==> src/hw/rtl/poac_pkg.sv <==
// Shared types for the path ORAM access controller: datapath commands and status.
`timescale 1ns / 1ps

package poac_pkg;

   typedef enum logic [3:0] {
      CMD_NONE       = 4'd0,
      CMD_CLEAR      = 4'd1,
      CMD_LOAD       = 4'd2,
      CMD_REDUCE     = 4'd3,
      CMD_LEAF_UPD   = 4'd4,
      CMD_FETCH_RD   = 4'd5,
      CMD_FETCH_CHK  = 4'd6,
      CMD_SCAN       = 4'd7,
      CMD_FETCH_PUT  = 4'd8,
      CMD_FETCH_NEXT = 4'd9,
      CMD_ACC_INIT   = 4'd10,
      CMD_ACC_RD     = 4'd11,
      CMD_ACC_PUT    = 4'd12,
      CMD_EVICT      = 4'd13,
      CMD_EVICT_NEXT = 4'd14,
      CMD_RESP       = 4'd15
   } cmd_type;

   typedef struct packed {
      logic clr_last;
      logic id_ok;
      logic tree_hit;
      logic scan_done;
      logic fetch_last;
      logic level_done;
      logic lvl_zero;
   } status_type;

endpackage

==> src/hw/rtl/poac_ctrl.sv <==
// Sequencer for the path ORAM access: clear pass, fetch, access, eviction, response.
`timescale 1ns / 1ps

module poac_ctrl (
   input  logic                 clock,
   input  logic                 reset,
   input  logic                 start,
   output logic                 busy,
   input  poac_pkg::status_type status,
   output poac_pkg::cmd_type    cmd
);

   typedef enum logic [15:0] {
      S_CLEAR  = 16'h0001,
      S_IDLE   = 16'h0002,
      S_REDUCE = 16'h0004,
      S_LEAF   = 16'h0008,
      S_FRD    = 16'h0010,
      S_FCHK   = 16'h0020,
      S_FSCAN  = 16'h0040,
      S_FPUT   = 16'h0080,
      S_FNEXT  = 16'h0100,
      S_AINIT  = 16'h0200,
      S_ASCAN  = 16'h0400,
      S_ARD    = 16'h0800,
      S_APUT   = 16'h1000,
      S_EVICT  = 16'h2000,
      S_ENEXT  = 16'h4000,
      S_RESP   = 16'h8000
   } state_type;

   state_type state_ff, state_in;

   always_comb begin
      state_in = state_ff;
      cmd      = poac_pkg::CMD_NONE;
      case (state_ff)
         S_CLEAR: begin
            cmd = poac_pkg::CMD_CLEAR;
            if (status.clr_last) state_in = S_IDLE;
         end
         S_IDLE: begin
            if (start) begin
               cmd      = poac_pkg::CMD_LOAD;
               state_in = S_REDUCE;
            end
         end
         S_REDUCE: begin
            cmd = poac_pkg::CMD_REDUCE;
            if (status.id_ok) state_in = S_LEAF;
         end
         S_LEAF: begin
            cmd      = poac_pkg::CMD_LEAF_UPD;
            state_in = S_FRD;
         end
         S_FRD: begin
            cmd      = poac_pkg::CMD_FETCH_RD;
            state_in = S_FCHK;
         end
         S_FCHK: begin
            cmd      = poac_pkg::CMD_FETCH_CHK;
            state_in = status.tree_hit ? S_FSCAN : S_FNEXT;
         end
         S_FSCAN: begin
            cmd = poac_pkg::CMD_SCAN;
            if (status.scan_done) state_in = S_FPUT;
         end
         S_FPUT: begin
            cmd      = poac_pkg::CMD_FETCH_PUT;
            state_in = S_FNEXT;
         end
         S_FNEXT: begin
            cmd      = poac_pkg::CMD_FETCH_NEXT;
            state_in = status.fetch_last ? S_AINIT : S_FRD;
         end
         S_AINIT: begin
            cmd      = poac_pkg::CMD_ACC_INIT;
            state_in = S_ASCAN;
         end
         S_ASCAN: begin
            cmd = poac_pkg::CMD_SCAN;
            if (status.scan_done) state_in = S_ARD;
         end
         S_ARD: begin
            cmd      = poac_pkg::CMD_ACC_RD;
            state_in = S_APUT;
         end
         S_APUT: begin
            cmd      = poac_pkg::CMD_ACC_PUT;
            state_in = S_EVICT;
         end
         S_EVICT: begin
            cmd = poac_pkg::CMD_EVICT;
            if (status.level_done) state_in = S_ENEXT;
         end
         S_ENEXT: begin
            cmd      = poac_pkg::CMD_EVICT_NEXT;
            state_in = status.lvl_zero ? S_RESP : S_EVICT;
         end
         S_RESP: begin
            cmd      = poac_pkg::CMD_RESP;
            state_in = S_IDLE;
         end
         default: begin
            state_in = S_CLEAR;
         end
      endcase
   end

   always_ff @(posedge clock) begin
      if (reset) state_ff <= S_CLEAR;
      else       state_ff <= state_in;
   end

   assign busy = (state_ff != S_IDLE);

endmodule

==> config.mk <==
export PLATFORM = sky130hd
export DESIGN_NAME = poac_ctrl
export DESIGN_NICKNAME = d
export VERILOG_FILES = /design/src/hw/rtl/poac_pkg.sv /design/src/hw/rtl/poac_ctrl.sv
export SDC_FILE = /design/constraint.sdc
export NUM_CORES = 1
export LEC_CHECK = 0
export BUFFER_PORTS_ARGS = -buffer_cell sky130_fd_sc_hd__buf_2
export CAP_MARGIN = 20
export CORE_UTILIZATION = 61
export CTS_CLUSTER_DIAMETER = 60
export DETAILED_ROUTE_END_ITERATION = 10
export GPL_TIMING_DRIVEN = 0
export PLACE_DENSITY = 0.91
export SLEW_MARGIN = 20
export SYNTH_ARGS = -nofsm -noshare
export SYNTH_HDL_FRONTEND = slang
export SYNTH_SLANG_ARGS = --single-unit
==> constraint.sdc <==
create_clock -name clock -period 3.3 [get_ports clock]
set_input_delay 0.66 -clock clock [delete_from_list [all_inputs] [get_ports clock]]
set_output_delay 0.66 -clock clock [all_outputs]
set_load 0.05 [all_outputs]
==> results.py, run 1 <==
metrics = {
    "clock_network": {
        "cts_tree": "done",
        "holdBufCountCts": 0,
        "clockBufferDepth": 2,
        "h-tree-depth": 1,
        "cts.sinks": 16,
        "ctsResizeCount": 0,
        "insertion_delay_ps": 300,
        "root_buffer": "clkbuf_4",
        "clkTransAtPathRegs_ps": 100,
        "cts_setup_buffers": 0,
        "numCtsBuffers": 3,
    },
    "sta": {
        "hold_violations": 0,
        "clock.fmax_ghz": 0.3282,
        "hold_slack_ps": 604.2,
        "fin_skew_ps": 6.562,
        "slew_violations": 0,
        "rsz0062_at_grt": "false",
        "relSlewSlack_pct": 63.96,
        "tns_ps": 0,
        "finalCritPeriodShare_pct": 92.32,
        "setup_viol": 0,
        "tightest_slew_ps": 540.6,
        "layout_min_cycle_time_ps": 3047,
    },
    "synth": {
        "synth_seq_cells": 16,
        "syn_area_sq_um": 1167,
        "ys_seq_area_share_pct": 27.44,
        "synth_area_leaders": "dfxtp_1 27%, nor4_4 7.3%, nor4b_1 6.8%",
        "synth_common_cells": "16 x dfxtp_1, 16 x nor2_1, 9 x nor4b_1",
        "synthArstFlopShare_pct": 0,
        "syn_nets": 140,
        "yosysWarnings": 0,
        "synth_top_cell_area_share_pct": 27.44,
        "yosys.area_share.simple_pct": 48.23,
        "muxShareOfSynthArea_pct": 0.8574,
        "synth_top_area_cell": "dfxtp_1",
        "synth_edf_count": 0,
        "synth_xor_area_share_pct": 3.001,
        "synth_compound_area_share_pct": 17.15,
        "synth-main-ff-cell": "dfxtp_1",
        "synth_top_family_by_area": "simple AND/OR/NAND/NOR gates",
        "syn_inst": 130,
        "ys_types": 51,
        "synth_fa_ha_area_share_pct": 0,
        "syn_area_per_cell_sq_um": 8.980,
    },
    "layout": {
        "largestRegisters": "state_ff x16",
        "area_growth_syn_to_layout_pct": 11.36,
        "drive_gt1_share_pct": 25.85,
        "regMostFlops": "state_ff",
        "diodes": 0,
        "fin_nets": 158,
        "largest_reg_flops": 16,
    },
    "worst_setup_path": {
        "worstRegToRegCells": 5,
        "critPathKind": "flop to output pin",
        "slowest_stage": "nor4_4",
        "critPathMaxStageDelay_ps": 530,
        "r2r_end": "state_ff[12]$_SDFFE_PP0P_",
        "crit_path_start_kind": "flop",
        "cp.required_ps": 2640,
        "critPathCaptureType": "output pin",
        "worstPathMaxFanout": 8,
        "regToRegSetupSlack_ps": 1210,
        "crit_path_cell_trace": "nor4_4 > nand3_2 > nor4_1 > nor3_1 > nand4_1 > buf_2",
        "crit_arrival_ps": 2390,
        "regToRegStartpoint": "state_ff[8]$_SDFFE_PP0P_",
    },
    "routing": {
        "drc_errors": 0,
        "topRoutingLayerUsed": "met4",
        "routed_wl_um": 2881,
        "antenna_left": 0,
        "met1Wirelength_um": 1178,
        "vias": 1161,
        "wl_per_cell_um": 16.75,
        "dr_wl_met2_um": 1391,
        "route.met3.wl_um": 183,
        "via_per_inst": 6.750,
        "drtIter0Drc": 77,
        "drt_first_pass_iters": 4,
    },
    "place": {
        "place_hpwl_um": 2120,
        "gp_congestion": 0.9689,
        "io_buffers": 13,
    },
    "floorplan": {
        "die_h_um": 45.75,
        "die_area_sq_um": 2093,
        "die_w_um": 45.75,
        "num_rows": 15,
        "start_util_pct": 66.17,
        "io-pin-count": 15,
        "core_area_sq_um": 1764,
    },
    "global_routing": {
        "grt_pass1_vias": 1053,
        "grt_pass1_wl_um": 4685,
        "gr-total-overflow": 0,
        "grt_usage_pct": 31.34,
        "grt_max_degree": 11,
        "antenna_found_initial": 0,
    },
    "min_path": {
        "min_path_cells": 3,
        "worstHoldStart": "status[4]",
        "whs_endpoint": "state_ff[6]$_SDFFE_PP0P_",
        "hp-class": "input pin to flop",
    },
    "pwr": {
        "leakagePower_nw": 0.5075,
        "cellPowerDensity_nw_per_um2": 441.6,
        "ir_drop_uv": 305.6,
    },
    "run_status": {
        "status": "completed",
    },
    "run": {
        "drv_cap": 0,
    },
}
-- kinds of logic (layout without fill, tap and decap cells) --
kind of cell	Yosys count	after routing
and+or+nand+nor	76	76
AOI/OAI and AO/OA	26	26
DFF	16	16
buffers and inverters	7	24
xor gates and xnor gates	4	4
muxes	1	1
-- worst max-delay path, delay by kind of cell (launching register included) --
kind                   cells  cell delay, ps
AND/OR/NAND/NOR            5            1440
flip-flops                 1             390
buffers and inverters      1             260
-- area by class of cell --
cell class	instances	area [sq um]
plain buffers	6	35.03
inverters	1	3.754
fillers	158	464.2
flip-flops and latches	16	320.3
well taps	25	31.28
clock buffers	4	36.28
multi-input cells	107	808.3
repair buffers	13	65.06
-- routing by layer --
layer	vias to the layer above	global-route usage (%)
met2	59	53.71
met5	-	0
met3	20	4.365
met1	534	37.83
li1	548	-
met4	0	15.88
-- where the power goes --
part	total [mW]	switching (mW)	internal [mW]
clock network	0.135	0.0677	0.0673
logic	0.221	0.143	0.0786
registers	0.218	0.0162	0.202
total	0.574	0.227	0.348
-- worst max path at each step --
stage,from,end,slack [ps],cells after the start
floorplan,state_ff[14]$_SDFFE_PP0P_,cmd[3],760,4
global placement,state_ff[8]$_SDFFE_PP0P_,cmd[1],670,6
detailed placement,state_ff[8]$_SDFFE_PP0P_,cmd[1],640,6
CTS,state_ff[8]$_SDFFE_PP0P_,cmd[1],290,6
global route,state_ff[8]$_SDFFE_PP0P_,cmd[1],50,6
finish,state_ff[8]$_SDFFE_PP0P_,cmd[1],250,6
-- cell usage in the layout, fill, tap and decap left out, drive strengths merged, types with 6 or more instances in the layout --
cell / instances
a21oi: 8
buf: 17
clkbuf: 6
dfxtp: 16
nand4: 7
nor2: 16
nor3: 6
nor4: 6
nor4b: 9
o21ai: 6
-- through the flow --
step | setup slack (ps) | instance area (sq um) | total power [mW] | utilization [%] | instances
5_1_grt | 47.69 | 1300 | 0.5999 | 73.69 | 172
4_1_cts | 294.4 | 1300 | 0.5711 | 73.69 | 172
3_5_place_dp | 637.0 | 1264 | 0.4381 | 71.63 | 168
6_report | 253.3 | 1300 | 0.5741 | 73.69 | 172
3_3_place_gp | 665.4 | 1264 | 0.4325 | 71.63 | 168
2_1_floorplan | 762.4 | 1167 | 0.3901 | - | 130
Note: power is estimated with default switching activity, not from simulation.
==> run 2, diff against run 1 <==
--- a/config.mk
+++ b/config.mk
@@ -10,7 +10,6 @@
 export CORE_UTILIZATION = 61
 export CTS_CLUSTER_DIAMETER = 60
 export DETAILED_ROUTE_END_ITERATION = 10
-export GPL_TIMING_DRIVEN = 0
 export PLACE_DENSITY = 0.91
 export SLEW_MARGIN = 20
 export SYNTH_ARGS = -nofsm -noshare
==> results.py, run 2 (synthesis gave the netlist of run 1 again) <==
metrics = {
    "worst_setup_path": {
        "worstPathMaxFanout": 8,
        "cp.required_ps": 2640,
        "cp.depth": 6,
        "path_buf_inv": 1,
        "crit_arrival_ps": 2500,
        "critPathKind": "flop to output pin",
        "worstRegToRegCells": 5,
        "critPathMaxStageDelay_ps": 540,
        "cp_top_family": "simple AND/OR/NAND/NOR gates",
        "slowest_stage": "nor4_4",
        "crit_path_cell_trace": "nor4_4 > nand3_2 > nor4_1 > nor3_1 > nand4_1 > buf_2",
        "crit_path_start_kind": "flop",
        "critPathCaptureType": "output pin",
    },
    "global_routing": {
        "grt_usage_pct": 31.53,
        "grt_pass1_wl_um": 4712,
        "gr-total-overflow": 0,
        "grt_pass1_vias": 1022,
        "antenna_found_initial": 0,
        "grt_max_degree": 14,
    },
    "sta": {
        "layout_min_cycle_time_ps": 3159,
        "tns_ps": 0,
        "setup_viol": 0,
        "hold_violations": 0,
        "finalCritPeriodShare_pct": 95.72,
        "clock.fmax_ghz": 0.3166,
        "tightest_slew_ps": 543.3,
        "slew_violations": 0,
        "fin_skew_ps": 8.550,
        "rsz0062_at_grt": "false",
        "relSlewSlack_pct": 63.27,
    },
    "layout": {
        "area_growth_syn_to_layout_pct": 8.789,
        "drive_gt1_share_pct": 23.94,
        "nFillCells": 166,
        "fin_nets": 153,
        "diodes": 0,
        "largest_reg_flops": 16,
        "final_cell_mix": "16 x nor2_1, 16 x dfxtp_1, 14 x buf_2",
        "seqCellArea_sq_um": 320.3,
        "regMostFlops": "state_ff",
        "largestRegisters": "state_ff x16",
        "multi_input_area_sq_um": 808.3,
    },
    "clock_network": {
        "holdBufCountCts": 0,
        "root_buffer": "clkbuf_4",
        "cts_tree": "done",
        "cts_setup_buffers": 0,
        "cts.sinks": 16,
        "numCtsBuffers": 3,
        "insertion_delay_ps": 300,
        "h-tree-depth": 1,
        "clkTransAtPathRegs_ps": 100,
        "clockBufferDepth": 2,
        "ctsResizeCount": 0,
    },
    "routing": {
        "via_per_inst": 6.874,
        "drc_errors": 0,
        "drtIter0Drc": 52,
        "drt_first_pass_iters": 4,
        "wl_per_cell_um": 17.50,
        "routed_wl_um": 2922,
        "antenna_left": 0,
        "vias": 1148,
    },
    "place": {
        "gp_congestion": 0.8938,
        "io_buffers": 14,
        "place_hpwl_um": 2135,
    },
    "pwr": {
        "ir_drop_uv": 412.3,
        "cellPowerDensity_nw_per_um2": 449.6,
        "leakagePower_nw": 0.4834,
        "total_power_mw": 0.5710,
    },
    "floorplan": {
        "die_h_um": 45.75,
        "io-pin-count": 15,
        "die_area_sq_um": 2093,
        "core_area_sq_um": 1764,
        "start_util_pct": 66.17,
        "num_rows": 15,
        "die_w_um": 45.75,
    },
    "min_path": {
        "min_path_cells": 3,
        "hp-class": "input pin to flop",
    },
    "run_status": {
        "status": "completed",
    },
    "run": {
        "drv_cap": 0,
    },
}
[run 2: final cells by class]
class / instances / share of cell area [%]
clock buffer: 4 / 2.857
tap: 25 / 2.463
inverter: 1 / 0.2956
timing repair buffer: 14 / 5.517
sequential: 16 / 25.22
multi-input combinational: 107 / 63.65
[run 2: routing by layer]
layer	GRT usage, %	vias up	routed length (um)
met4	14.12	0	97
met3	4.365	13	175
li1	-	535	-
met5	0	-	0
met1	41.79	538	1243
met2	50.57	62	1406
[run 2: worst reg2reg max path: stages (launching register included)]
cell	delay (ps)
dfxtp_1	390
nor4_4	540
nand3_2	300
nor3_4	390
nor3_2	160
and3_1	240
[run 2: per-stage QoR]
step	util (%)	cell area, sq um	std cells	hold slack (ps)	worst slack [ps]
after CTS	71.99	1270	167	613.2	177.1
after detailed placement	69.93	1234	163	598.6	533.8
after global routing	71.99	1270	167	620.6	20.31
final	71.99	1270	167	612.2	141.4
after global placement	69.93	1234	163	598.0	570.2
after floorplan	-	1167	130	558.6	762.4
[run 2: final timing paths]
| path | startpoint | end | slack (ps) |
|---|---|---|---|
| hold reg to reg | state_ff[10]$_SDFFE_PP0P_ | state_ff[10]$_SDFFE_PP0P_ | 620 |
| hold / removal | status[4] | state_ff[6]$_SDFFE_PP0P_ | 610 |
| setup / recovery | state_ff[8]$_SDFFE_PP0P_ | cmd[1] | 140 |
| setup reg to reg | state_ff[8]$_SDFFE_PP0P_ | state_ff[12]$_SDFFE_PP0P_ | 1170 |
[run 2: power breakdown]
group          internal, mW  switching [mW]  leakage (nW)
clock                0.0673          0.0677        0.0210
combinational        0.0756           0.132         0.333
sequential            0.202          0.0266         0.129
==> run 3, diff against run 2 <==
--- a/config.mk
+++ b/config.mk
@@ -7,10 +7,10 @@
 export LEC_CHECK = 0
 export BUFFER_PORTS_ARGS = -buffer_cell sky130_fd_sc_hd__buf_2
 export CAP_MARGIN = 20
-export CORE_UTILIZATION = 61
+export CORE_UTILIZATION = 56
 export CTS_CLUSTER_DIAMETER = 60
 export DETAILED_ROUTE_END_ITERATION = 10
-export PLACE_DENSITY = 0.91
+export PLACE_DENSITY = 0.86
 export SLEW_MARGIN = 20
 export SYNTH_ARGS = -nofsm -noshare
 export SYNTH_HDL_FRONTEND = slang
==> constraint.sdc (replaced) <==
create_clock -name clock -period 3.42 [get_ports clock]
set_input_delay 0.684 -clock clock [delete_from_list [all_inputs] [get_ports clock]]
set_output_delay 0.684 -clock clock [all_outputs]
set_load 0.05 [all_outputs]
==> results.py, run 3 (synthesis gave the netlist of run 1 again) <==
metrics = {
    "clock_network": {
        "insertion_delay_ps": 290,
        "cts.sinks": 16,
        "cts_setup_buffers": 0,
        "clockBufferDepth": 2,
        "holdBufCountCts": 0,
        "clkTransAtPathRegs_ps": 90,
        "h-tree-depth": 1,
        "numCtsBuffers": 3,
        "ctsResizeCount": 0,
        "cts_tree": "done",
        "root_buffer": "clkbuf_4",
    },
    "sta": {
        "finalWorstSetupSlack_ps": 302.3,
        "slew_violations": 0,
        "hold_slack_ps": 616.8,
        "rsz0062_at_grt": "false",
        "relSlewSlack_pct": 58.92,
        "clock.fmax_ghz": 0.3208,
        "layout_min_cycle_time_ps": 3118,
        "fin_skew_ps": 5.502,
        "finalCritPeriodShare_pct": 91.16,
        "tightest_slew_ps": 607.7,
        "setup_viol": 0,
        "tns_ps": 0,
        "hold_violations": 0,
    },
    "layout": {
        "final_cells": 168,
        "finalInstanceArea_sq_um": 1259,
        "final_cell_mix": "16 x nor2_1, 16 x dfxtp_1, 14 x buf_2",
        "largest_reg_flops": 16,
        "diodes": 0,
        "nFillCells": 185,
        "multi_input_area_sq_um": 808.3,
        "seqCellArea_sq_um": 320.3,
        "fin_nets": 153,
        "area_growth_syn_to_layout_pct": 7.824,
        "regMostFlops": "state_ff",
        "largestRegisters": "state_ff x16",
        "drive_gt1_share_pct": 23.40,
        "final_util_pct": 64.16,
    },
    "floorplan": {
        "start_util_pct": 59.50,
        "core_area_sq_um": 1962,
        "die_area_sq_um": 2271,
        "io-pin-count": 15,
        "die_h_um": 47.66,
        "die_w_um": 47.66,
        "num_rows": 16,
    },
    "pwr": {
        "ir_drop_uv": 257.5,
        "cellPowerDensity_nw_per_um2": 409.4,
        "leakagePower_nw": 0.4762,
        "total_power_mw": 0.5153,
    },
    "global_routing": {
        "grt_usage_pct": 29.17,
        "grt_max_degree": 14,
        "antenna_found_initial": 0,
        "grt_pass1_wl_um": 4416,
        "grt_pass1_vias": 937,
        "gr-total-overflow": 0,
    },
    "worst_setup_path": {
        "worstPathMaxFanout": 8,
        "cp.required_ps": 2740,
        "crit_arrival_ps": 2430,
        "critPathCaptureType": "output pin",
        "critPathKind": "flop to output pin",
        "crit_path_start_kind": "flop",
    },
    "routing": {
        "via_per_inst": 6.685,
        "drt_first_pass_iters": 4,
        "routed_wl_um": 2912,
        "antenna_left": 0,
        "drc_errors": 0,
        "drtIter0Drc": 67,
        "wl_per_cell_um": 17.33,
        "vias": 1123,
    },
    "run_status": {
        "status": "completed",
    },
    "place": {
        "io_buffers": 14,
        "place_hpwl_um": 2198,
        "gp_congestion": 0.9557,
        "place_ws_ps": 645.4,
        "dpl-instance-area_sq_um": 1236,
        "dp.cells": 165,
    },
    "run": {
        "drv_cap": 0,
    },
    "min_path": {
        "hp-class": "flop to flop",
    },
}
==> run 3: cell types whose count changed in the layout (fill, tap and decap cells not counted) <==
| cell | previous run | this run |
|---|---|---|
| clkbuf_8 | 1 | 0 |
==> run 3: area by class of cell <==
| type | instances | area share (%) |
|---|---|---|
| Multi-Input combinational cell | 107 | 64.21 |
| Sequential cell | 16 | 25.45 |
| Timing Repair Buffer | 14 | 5.567 |
| Tap cell | 27 | 2.684 |
| Clock buffer | 3 | 1.789 |
| Inverter | 1 | 0.2982 |
==> run 3: path summary, 6_finish.rpt <==
path | startpoint | endpoint | slack [ps] | cells past startpoint
worst min-delay path | state_ff[10]$_SDFFE_PP0P_ | state_ff[10]$_SDFFE_PP0P_ | 620 | 2
worst min register to register | state_ff[10]$_SDFFE_PP0P_ | state_ff[10]$_SDFFE_PP0P_ | 620 | 2
worst max-delay path | state_ff[8]$_SDFFE_PP0P_ | cmd[0] | 300 | 6
worst max register to register | state_ff[8]$_SDFFE_PP0P_ | state_ff[14]$_SDFFE_PP0P_ | 1320 | 5
==> run 3: metal layers <==
layer / global-route usage, % / vias to the layer above / wire length [um] / share of wire, %
li1: - / 538 / - / -
met1: 39.41 / 523 / 1240 / 43
met2: 44.66 / 54 / 1418 / 49
met3: 7.547 / 8 / 201 / 6.9
met4: 11.11 / 0 / 52 / 1.8
met5: 0 / - / 0 / 0
==> run 3: critical path, cell delays in order (launching register included) <==
cell and delay, ps:
dfxtp_1 400, nor4_4 530, nand3_2 290, nor4_1 390, nor3_1 150, nand4_1 110
buf_2 270
==> run 3: report_power, final <==
part / switching (mW) / internal [mW]
Combinational: 0.124 / 0.0728
Sequential: 0.0256 / 0.195
Clock: 0.0573 / 0.0410
